===== config.mk =====
export PLATFORM = sky130hd
export DESIGN_NAME = bsd_parser
export DESIGN_NICKNAME = d
export VERILOG_FILES = /design/src/hdl/bsd_pkg.sv /design/src/hdl/bsd_parser.sv
export SDC_FILE = /design/constraint.sdc
export NUM_CORES = 1
export LEC_CHECK = 0
export BUFFER_PORTS_ARGS = -buffer_cell sky130_fd_sc_hd__buf_2
export CORE_ASPECT_RATIO = 1.2
export CORE_UTILIZATION = 40
export CTS_CLUSTER_DIAMETER = 50
export DETAILED_ROUTE_END_ITERATION = 7
export GPL_ROUTABILITY_DRIVEN = 1
export PLACE_DENSITY_LB_ADDON = 0.1
export SLEW_MARGIN = 20
export SYNTH_ARGS = -nofsm -noshare
export SYNTH_HDL_FRONTEND = slang
export SYNTH_SLANG_ARGS = --single-unit

===== constraint.sdc =====
create_clock -name clk -period 17.8 [get_ports clk]
set_input_delay 4.45 -clock clk [delete_from_list [all_inputs] [get_ports clk]]
set_output_delay 4.45 -clock clk [all_outputs]
set_load 0.02 [all_outputs]

===== src/hdl/bsd_pkg.sv =====
// Shared types and constants of the BMP stream decoder.
// No dependencies; every other file of the decoder but bsd_if imports this package.
package bsd_pkg;

  localparam int PAL_ENTRIES    = 256;
  localparam int PAL_AW         = 8;
  localparam int DEF_MAX_WIDTH  = 4096;
  localparam int DEF_MAX_HEIGHT = 4096;

  localparam logic [7:0]  SIG_B       = 8'h42;
  localparam logic [7:0]  SIG_M       = 8'h4D;
  localparam logic [31:0] INFO_LONG   = 32'd40;
  localparam logic [31:0] INFO_SHORT  = 32'd12;
  localparam logic [15:0] DEPTH_TRUE  = 16'd24;
  localparam logic [15:0] DEPTH_PAL   = 16'd8;

  // header end and palette end for the long and short info header
  localparam logic [31:0] HEND_LONG   = 32'd54;
  localparam logic [31:0] HEND_SHORT  = 32'd26;
  localparam logic [31:0] PEND_LONG   = HEND_LONG + 32'(PAL_ENTRIES * 4);
  localparam logic [31:0] PEND_SHORT  = HEND_SHORT + 32'(PAL_ENTRIES * 3);

  // header byte positions that carry a field's last byte
  localparam logic [31:0] POS_SIG0     = 32'd0;
  localparam logic [31:0] POS_SIG1     = 32'd1;
  localparam logic [31:0] POS_OFFSET   = 32'd13;
  localparam logic [31:0] POS_INFO     = 32'd17;
  localparam logic [31:0] POS_W_LONG   = 32'd21;
  localparam logic [31:0] POS_H_LONG   = 32'd25;
  localparam logic [31:0] POS_D_LONG   = 32'd29;
  localparam logic [31:0] POS_W_SHORT  = 32'd19;
  localparam logic [31:0] POS_H_SHORT  = 32'd21;
  localparam logic [31:0] POS_D_SHORT  = 32'd25;

  typedef enum logic [2:0] {
    ERR_NONE   = 3'd0,
    ERR_SIG    = 3'd1,
    ERR_HDR    = 3'd2,
    ERR_DEPTH  = 3'd3,
    ERR_OFFSET = 3'd4,
    ERR_SIZE   = 3'd5
  } err_t;

  localparam logic KIND_PIXEL = 1'b0;
  localparam logic KIND_ERROR = 1'b1;

  typedef struct packed {
    logic        emit;
    logic        kind;
    logic [7:0]  red;
    logic [7:0]  green;
    logic [7:0]  blue;
    logic [11:0] column;
    logic [11:0] file_row;
    logic        top_down;
    logic        last;
    logic [2:0]  err;
    logic        use_lut;
  } res_t;

  typedef struct packed {
    logic              en;
    logic [PAL_AW-1:0] idx;
    logic [1:0]        lane;
    logic [7:0]        data;
  } pal_wr_t;

  typedef struct packed {
    logic              en;
    logic [PAL_AW-1:0] idx;
  } pal_rd_t;

endpackage


===== src/hdl/bsd_parser.sv =====
// Byte parser of the BMP stream decoder: header checks, palette fill, offset
// skip and pixel assembly. Depends on bsd_pkg.
module bsd_parser import bsd_pkg::*; #(
  parameter int MAX_WIDTH  = DEF_MAX_WIDTH,
  parameter int MAX_HEIGHT = DEF_MAX_HEIGHT
) (
  input  logic       clk,
  input  logic       rst_n,
  input  logic       acc,
  input  logic [7:0] byte_value,
  input  logic       file_start,
  input  logic       keep_index,
  output res_t       res,
  output pal_wr_t    pal_wr,
  output pal_rd_t    pal_rd
);

  localparam int WW  = $clog2(MAX_WIDTH + 1);
  localparam int HW  = $clog2(MAX_HEIGHT + 1);
  localparam int RBW = $clog2(3 * MAX_WIDTH + 4);

  typedef enum logic [5:0] {
    PH_IDLE   = 6'b000001,
    PH_HEADER = 6'b000010,
    PH_BODY   = 6'b000100,
    PH_PIXELS = 6'b001000,
    PH_DONE   = 6'b010000,
    PH_HALTED = 6'b100000
  } phase_t;

  phase_t          phase_r, phase_nxt;
  logic [31:0]     pos_r, pos_nxt, offset_r, offset_nxt, wacc_r, wacc_nxt;
  logic            long_r, long_nxt, true_r, true_nxt, top_r, top_nxt;
  logic            wok_r, wok_nxt;
  logic [WW-1:0]   width_r, width_nxt, col_r, col_nxt;
  logic [HW-1:0]   height_r, height_nxt, row_r, row_nxt;
  logic [RBW-1:0]  rbc_r, rbc_nxt;
  logic [1:0]      k_r, k_nxt, psub_r, psub_nxt;
  logic [PAL_AW-1:0] pidx_r, pidx_nxt;
  logic [15:0]     hold_r, hold_nxt;

  always_comb begin
    phase_t        ph;
    logic          fail, do_pix, emit, last;
    err_t          code;
    logic [31:0]   pos, wcand, hcand, mag, pend, hend;
    logic [15:0]   dep;
    logic [RBW-1:0] rowdata, padded, rbc_inc;

    // restart on file start, then treat the byte as header byte 0
    ph         = file_start ? PH_HEADER : phase_r;
    pos        = file_start ? 32'd0 : pos_r;
    offset_nxt = file_start ? 32'd0 : offset_r;
    wacc_nxt   = file_start ? 32'd0 : wacc_r;
    long_nxt   = file_start ? 1'b0 : long_r;
    true_nxt   = file_start ? 1'b0 : true_r;
    top_nxt    = file_start ? 1'b0 : top_r;
    wok_nxt    = file_start ? 1'b0 : wok_r;
    width_nxt  = file_start ? '0 : width_r;
    height_nxt = file_start ? '0 : height_r;
    col_nxt    = file_start ? '0 : col_r;
    row_nxt    = file_start ? '0 : row_r;
    rbc_nxt    = file_start ? '0 : rbc_r;
    k_nxt      = file_start ? 2'd0 : k_r;
    psub_nxt   = file_start ? 2'd0 : psub_r;
    pidx_nxt   = file_start ? '0 : pidx_r;
    hold_nxt   = file_start ? 16'd0 : hold_r;
    phase_nxt  = ph;
    pos_nxt    = pos;
    fail       = 1'b0;
    do_pix     = 1'b0;
    emit       = 1'b0;
    last       = 1'b0;
    code       = ERR_NONE;
    wcand      = '0;
    hcand      = '0;
    mag        = '0;
    dep        = '0;
    res        = '0;
    pal_wr     = '0;
    pal_rd     = '0;
    rowdata    = '0;
    padded     = '0;
    rbc_inc    = '0;
    hend       = long_nxt ? HEND_LONG : HEND_SHORT;
    pend       = true_nxt ? hend : (long_nxt ? PEND_LONG : PEND_SHORT);

    case (ph)
      PH_HEADER: begin
        wacc_nxt = {byte_value, wacc_nxt[31:8]};
        if (pos == POS_SIG0 && byte_value != SIG_B) begin
          fail = 1'b1; code = ERR_SIG;
        end
        if (pos == POS_SIG1 && byte_value != SIG_M) begin
          fail = 1'b1; code = ERR_SIG;
        end
        if (pos == POS_OFFSET) offset_nxt = wacc_nxt;
        if (pos == POS_INFO) begin
          if (wacc_nxt == INFO_LONG) long_nxt = 1'b1;
          else if (wacc_nxt == INFO_SHORT) long_nxt = 1'b0;
          else begin
            fail = 1'b1; code = ERR_HDR;
          end
        end
        wcand = long_nxt ? wacc_nxt : {{16{wacc_nxt[31]}}, wacc_nxt[31:16]};
        hcand = wcand;
        if (pos > POS_INFO) begin
          if (pos == (long_nxt ? POS_W_LONG : POS_W_SHORT)) begin
            width_nxt = wcand[WW-1:0];
            wok_nxt   = !wcand[31] && wcand != 32'd0 && wcand <= 32'(MAX_WIDTH);
          end
          if (pos == (long_nxt ? POS_H_LONG : POS_H_SHORT)) begin
            top_nxt = hcand[31];
            mag     = hcand[31] ? (32'd0 - hcand) : hcand;
            if (!wok_nxt || mag == 32'd0 || mag > 32'(MAX_HEIGHT)) begin
              fail = 1'b1; code = ERR_SIZE;
            end else begin
              height_nxt = mag[HW-1:0];
            end
          end
          if (pos == (long_nxt ? POS_D_LONG : POS_D_SHORT)) begin
            dep = wacc_nxt[31:16];
            if (dep == DEPTH_TRUE) true_nxt = 1'b1;
            else if (dep == DEPTH_PAL) true_nxt = 1'b0;
            else begin
              fail = 1'b1; code = ERR_DEPTH;
            end
            pend = true_nxt ? hend : (long_nxt ? PEND_LONG : PEND_SHORT);
            if (!fail && offset_nxt < pend) begin
              fail = 1'b1; code = ERR_OFFSET;
            end
          end
        end
        if (fail) begin
          phase_nxt = PH_HALTED;
          res.emit  = 1'b1;
          res.kind  = KIND_ERROR;
          res.err   = code;
        end else begin
          pos_nxt = pos + 32'd1;
          if (pos_nxt >= hend && pos >= POS_INFO) phase_nxt = PH_BODY;
        end
      end
      PH_BODY: begin
        if (pos < pend) begin
          // palette byte: B,G,R lanes, skip the reserved byte of long entries
          if (psub_nxt != 2'd3) begin
            pal_wr.en   = acc;
            pal_wr.idx  = pidx_nxt;
            pal_wr.lane = psub_nxt;
            pal_wr.data = byte_value;
          end
          if (psub_nxt == (long_nxt ? 2'd3 : 2'd2)) begin
            psub_nxt = 2'd0;
            pidx_nxt = pidx_nxt + 1'b1;
          end else begin
            psub_nxt = psub_nxt + 2'd1;
          end
          pos_nxt = pos + 32'd1;
        end else if (pos < offset_nxt) begin
          pos_nxt = pos + 32'd1;
        end else begin
          phase_nxt = PH_PIXELS;
          do_pix    = 1'b1;
        end
      end
      PH_PIXELS: do_pix = 1'b1;
      default: ;
    endcase

    if (do_pix) begin
      rowdata = true_nxt ? (RBW'(width_nxt) + RBW'({width_nxt, 1'b0})) : RBW'(width_nxt);
      padded  = (rowdata + RBW'(3)) & ~RBW'(3);
      if (rbc_nxt < rowdata) begin
        if (!true_nxt) begin
          emit = 1'b1;
          if (keep_index) begin
            res.red = byte_value;
          end else begin
            res.use_lut = 1'b1;
            pal_rd.en   = acc;
            pal_rd.idx  = byte_value;
          end
        end else begin
          case (k_nxt)
            2'd0: begin
              hold_nxt = {8'd0, byte_value};
              k_nxt    = 2'd1;
            end
            2'd1: begin
              hold_nxt = {byte_value, hold_nxt[7:0]};
              k_nxt    = 2'd2;
            end
            default: begin
              emit      = 1'b1;
              res.red   = byte_value;
              res.green = hold_nxt[15:8];
              res.blue  = hold_nxt[7:0];
              k_nxt     = 2'd0;
            end
          endcase
        end
      end
      if (emit) begin
        last = ((WW+1)'(col_nxt) + 1'b1 == (WW+1)'(width_nxt)) &&
               ((HW+1)'(row_nxt) + 1'b1 == (HW+1)'(height_nxt));
        res.emit     = 1'b1;
        res.kind     = KIND_PIXEL;
        res.column   = 12'(col_nxt);
        res.file_row = 12'(row_nxt);
        res.top_down = top_nxt;
        res.last     = last;
        col_nxt      = col_nxt + 1'b1;
        if (last) phase_nxt = PH_DONE;
      end
      if (!last) begin
        rbc_inc = rbc_nxt + 1'b1;
        if (rbc_inc >= padded) begin
          rbc_nxt = '0;
          col_nxt = '0;
          row_nxt = row_nxt + 1'b1;
          k_nxt   = 2'd0;
        end else begin
          rbc_nxt = rbc_inc;
        end
      end
    end
  end

  always_ff @(posedge clk) begin
    if (!rst_n) begin
      phase_r  <= PH_IDLE;
      pos_r    <= '0;
      offset_r <= '0;
      wacc_r   <= '0;
      long_r   <= 1'b0;
      true_r   <= 1'b0;
      top_r    <= 1'b0;
      wok_r    <= 1'b0;
      width_r  <= '0;
      height_r <= '0;
      col_r    <= '0;
      row_r    <= '0;
      rbc_r    <= '0;
      k_r      <= '0;
      psub_r   <= '0;
      pidx_r   <= '0;
      hold_r   <= '0;
    end else if (acc) begin
      phase_r  <= phase_nxt;
      pos_r    <= pos_nxt;
      offset_r <= offset_nxt;
      wacc_r   <= wacc_nxt;
      long_r   <= long_nxt;
      true_r   <= true_nxt;
      top_r    <= top_nxt;
      wok_r    <= wok_nxt;
      width_r  <= width_nxt;
      height_r <= height_nxt;
      col_r    <= col_nxt;
      row_r    <= row_nxt;
      rbc_r    <= rbc_nxt;
      k_r      <= k_nxt;
      psub_r   <= psub_nxt;
      pidx_r   <= pidx_nxt;
      hold_r   <= hold_nxt;
    end
  end

endmodule


==> flow_summary.yaml <==
placement:
  dp_hpwl_um: 51420
  io_buffers: 96
  dpl_worst_slack_ns: 0.4740
  gp_congestion: 0.9293
  place_area_mm2: 0.01828
sta:
  fmax_mhz: 58.40
  setup_slack_ns: 0.6782
  clock_skew_ns: 0.01421
  fin_crit_sh_pct: 96.19
  hold_violations: 0
  slew_viol_final: 0
  tightest_slew_ns: 1.025
  fin_crit_ns: 17.12
  rsz0062_at_grt: "false"
  maxSlewHeadroom_pct: 31.47
  setup_viol: 0
  setup_tns_ns: 0
  hold_slack_ns: 0.4797
die:
  fp.dieArea_mm2: 0.04439
  io_pins: 97
  initial_utilization_pct: 40.62
  core-area_mm2: 0.04289
  die_h_um: 230.6
  rows: 83
  die_w_um: 192.5
pwr:
  p_leak_nw: 7.413
  irDropWorstVdd_mv: 0.07490
  p_per_area_mw_per_mm2: 53.41
  power.total_mw: 1.009
global_route:
  overflow: 0
  grt_pass1_vias: 17400
  grt_max_degree: 119
  grt_pass1_wl_um: 106100
  track_usage_pct: 31.21
  grt_antenna_before_repair: 0
clock_tree:
  cts-buffers-inserted: 17
  clock-sinks: 192
  post_cts_buffers: 0
  clockRootBuffer: "clkbuf_16"
  htree_levels: 4
  clk_pin_slew_worst_paths_ns: 0.09
  cts_tree: "built"
  clock_path_buffers: 2
  clk_latency_ns: 0.48
detailed_routing:
  wl_um: 70060
  vias: 18680
  drc: 16
  dr.pass1.iters: 8
  first_iter_violations: 1747
  wl_per_cell_um: 23.62
  ant_nets: 0
  vias_per_cell: 6.297
setup_path:
  crit_top_cell: "inv_1"
  cp.arrival_ns: 12.67
  crit_type: "input port to output pin"
  crit_start: "byte_value[4]"
  worstPathRequired_ns: 13.35
  r2r_end: "rbc_r[5]$_SDFFE_PN0P_"
  cp-endpoint: "res[4]"
  start_kind: "input port"
  reg2reg_depth: 34
  path_max_fanout: 20
  worst_path_max_delay_cell: "or4_1"
  r2r_slack_ns: 7.93
  cp-end-kind: "output pin"
  cp_slowest_stage_delay_ns: 0.54
  timing.rr.start: "pos_r[16]$_SDFFE_PN0P_"
synthesis:
  yosysSeqAreaShare_pct: 22.06
  synth_ff_type: "dfxtp_1"
  syn_nets: 2523
  synth_area_mm2: 0.01742
  synth_edf_count: 0
  avgSynthCellArea_um2: 7.222
  synthArstFlopShare_pct: 0
  yosysWarningCount: 0
  ys_ff_latch: 192
  yosysUniqueCellTypes: 104
  syn_inst: 2412
layout:
  drive_gt1_share_pct: 11.23
  n_antenna_cell: 0
  design_area_mm2: 0.01889
  nets: 2513
  syn_to_final_growth_pct: 8.410
outcome:
  violations: "design-rule violations"
  status: "finished, violations left"
job:
  maxCapViolations: 0
min_path:
  hold_class: "flip-flop to flip-flop"
[sequential cells by signal, summed over array words and instances, names as in the netlist, 8 cells and up]
name	count
pos_r	32
offset_r	32
hold_r	16
height_r	13
pidx_r	8
width_r	13
wacc_r	24
rbc_r	14
row_r	13
col_r	13
[worst min path at each step]
| stage | startpoint | to | slack, ns | cells past startpoint |
|---|---|---|---|---|
| floorplan | hold_r[0]$_SDFFE_PN0P_ | hold_r[0]$_SDFFE_PN0P_ | 0.44 | 1 |
| CTS | pos_r[13]$_SDFFE_PN0P_ | pos_r[13]$_SDFFE_PN0P_ | 0.48 | 2 |
| finish | pos_r[13]$_SDFFE_PN0P_ | pos_r[13]$_SDFFE_PN0P_ | 0.48 | 2 |
| global placement | pidx_r[1]$_SDFFE_PN0P_ | pidx_r[1]$_SDFFE_PN0P_ | 0.46 | 2 |
| detailed placement | pos_r[13]$_SDFFE_PN0P_ | pos_r[13]$_SDFFE_PN0P_ | 0.46 | 2 |
| global route | pos_r[13]$_SDFFE_PN0P_ | pos_r[13]$_SDFFE_PN0P_ | 0.50 | 2 |
[critical path, delay by kind of cell]
kind	cells	cell delay [ns]
XOR/XNOR	1	0.20
AND/OR/NAND/NOR	14	3.66
buffers and inverters	6	0.98
adder cells (fa/ha/maj)	3	0.95
AO/OA/AOI/OAI	11	2.42
[layout make-up]
cell class / count / area, um2
clock inverters: 14 / 148.9
fillers: 4499 / 24000
clock buffers: 17 / 425.4
flip-flops and latches: 192 / 3844
well taps: 552 / 690.7
inverters: 65 / 247.7
multi-input cells: 1973 / 12600
repair buffers: 153 / 927.1
[synth_stat cells (all sizes together), types with 10 or more instances]
master	instances	share of area [%]
xnor2	66	3.4
and3	48	1.7
clkbuf	131	2.8
o211ai	29	1.2
nand2b	30	1.1
nand3	71	2.1
nor4	44	1.8
a31oi	19	0.68
dfxtp	192	22
buf	51	1.7
a21oi	140	4.0
ha	97	7.0
a211oi	24	1.0
o2111ai	19	0.99
and2	64	2.3
a22o	17	0.85
or2	18	0.65
a21boi	10	0.43
mux2i	32	1.8
inv	64	1.4
o31ai	21	1.0
nand4	35	1.3
or3	22	0.79
o311ai	13	0.75
nor2	285	6.2
nor2b	56	2.0
o22ai	14	0.50
nor3	77	2.4
o21ai	125	3.6
a22oi	81	3.5
nand2	257	5.6
or4	11	0.52
xor2	41	2.1
o21a	20	0.86
a21o	31	1.3
[cells in the final DEF (no fill, tap or decap), types with 48 or more instances in the layout]
cell	netlist	routed
nor2_1	284	280
nand2_1	256	256
dfxtp_1	192	192
a21oi_1	140	138
o21ai_0	116	113
ha_1	97	97
buf_2	21	95
a22oi_1	81	81
nor3_1	73	72
nand3_1	69	69
xnor2_1	65	65
and2_1	64	64
inv_1	63	61
nor2b_1	56	56
buf_4	17	56
and3_1	48	48
[repair_timing]
item | CTS | global route
resized for setup | 0 | 4
hold buffers | 0 | 0
endpoints found under the setup margin | 0 | 1
[cells by family after synthesis]
family / synth area share [%]
and+or+nand+nor: 31.14
buffers and inverters: 5.925
DFF: 22.06
AOI/OAI and AO/OA: 25.82
muxes: 2.550
xor gates and xnor gates: 5.423
adders and majority gates: 7.082
[per-layer routing]
metal	global-route usage (%)	part of all wire, %	up-vias	routed length [um]
met2	49.70	46	741	32140
met5	0	0	-	0
met4	17.27	5.2	0	3651
li1	-	-	8774	-
met3	3.831	5.8	182	4052
met1	40.56	43	8980	30210
[where the power goes]
part	internal, mW	total [mW]	switching, mW
clock network	0.187	0.400	0.213
logic	0.0465	0.172	0.125
registers	0.433	0.437	0.00420
[metrics by stage]
step | util [%] | std cells
2_1_floorplan | - | 2412
3_3_place_gp | 42.59 | 2935
3_5_place_dp | 42.62 | 2935
4_1_cts | 43.96 | 2966
5_1_grt | 44.03 | 2966
6_report | 44.03 | 2966
(Power assumes the default switching activity.)
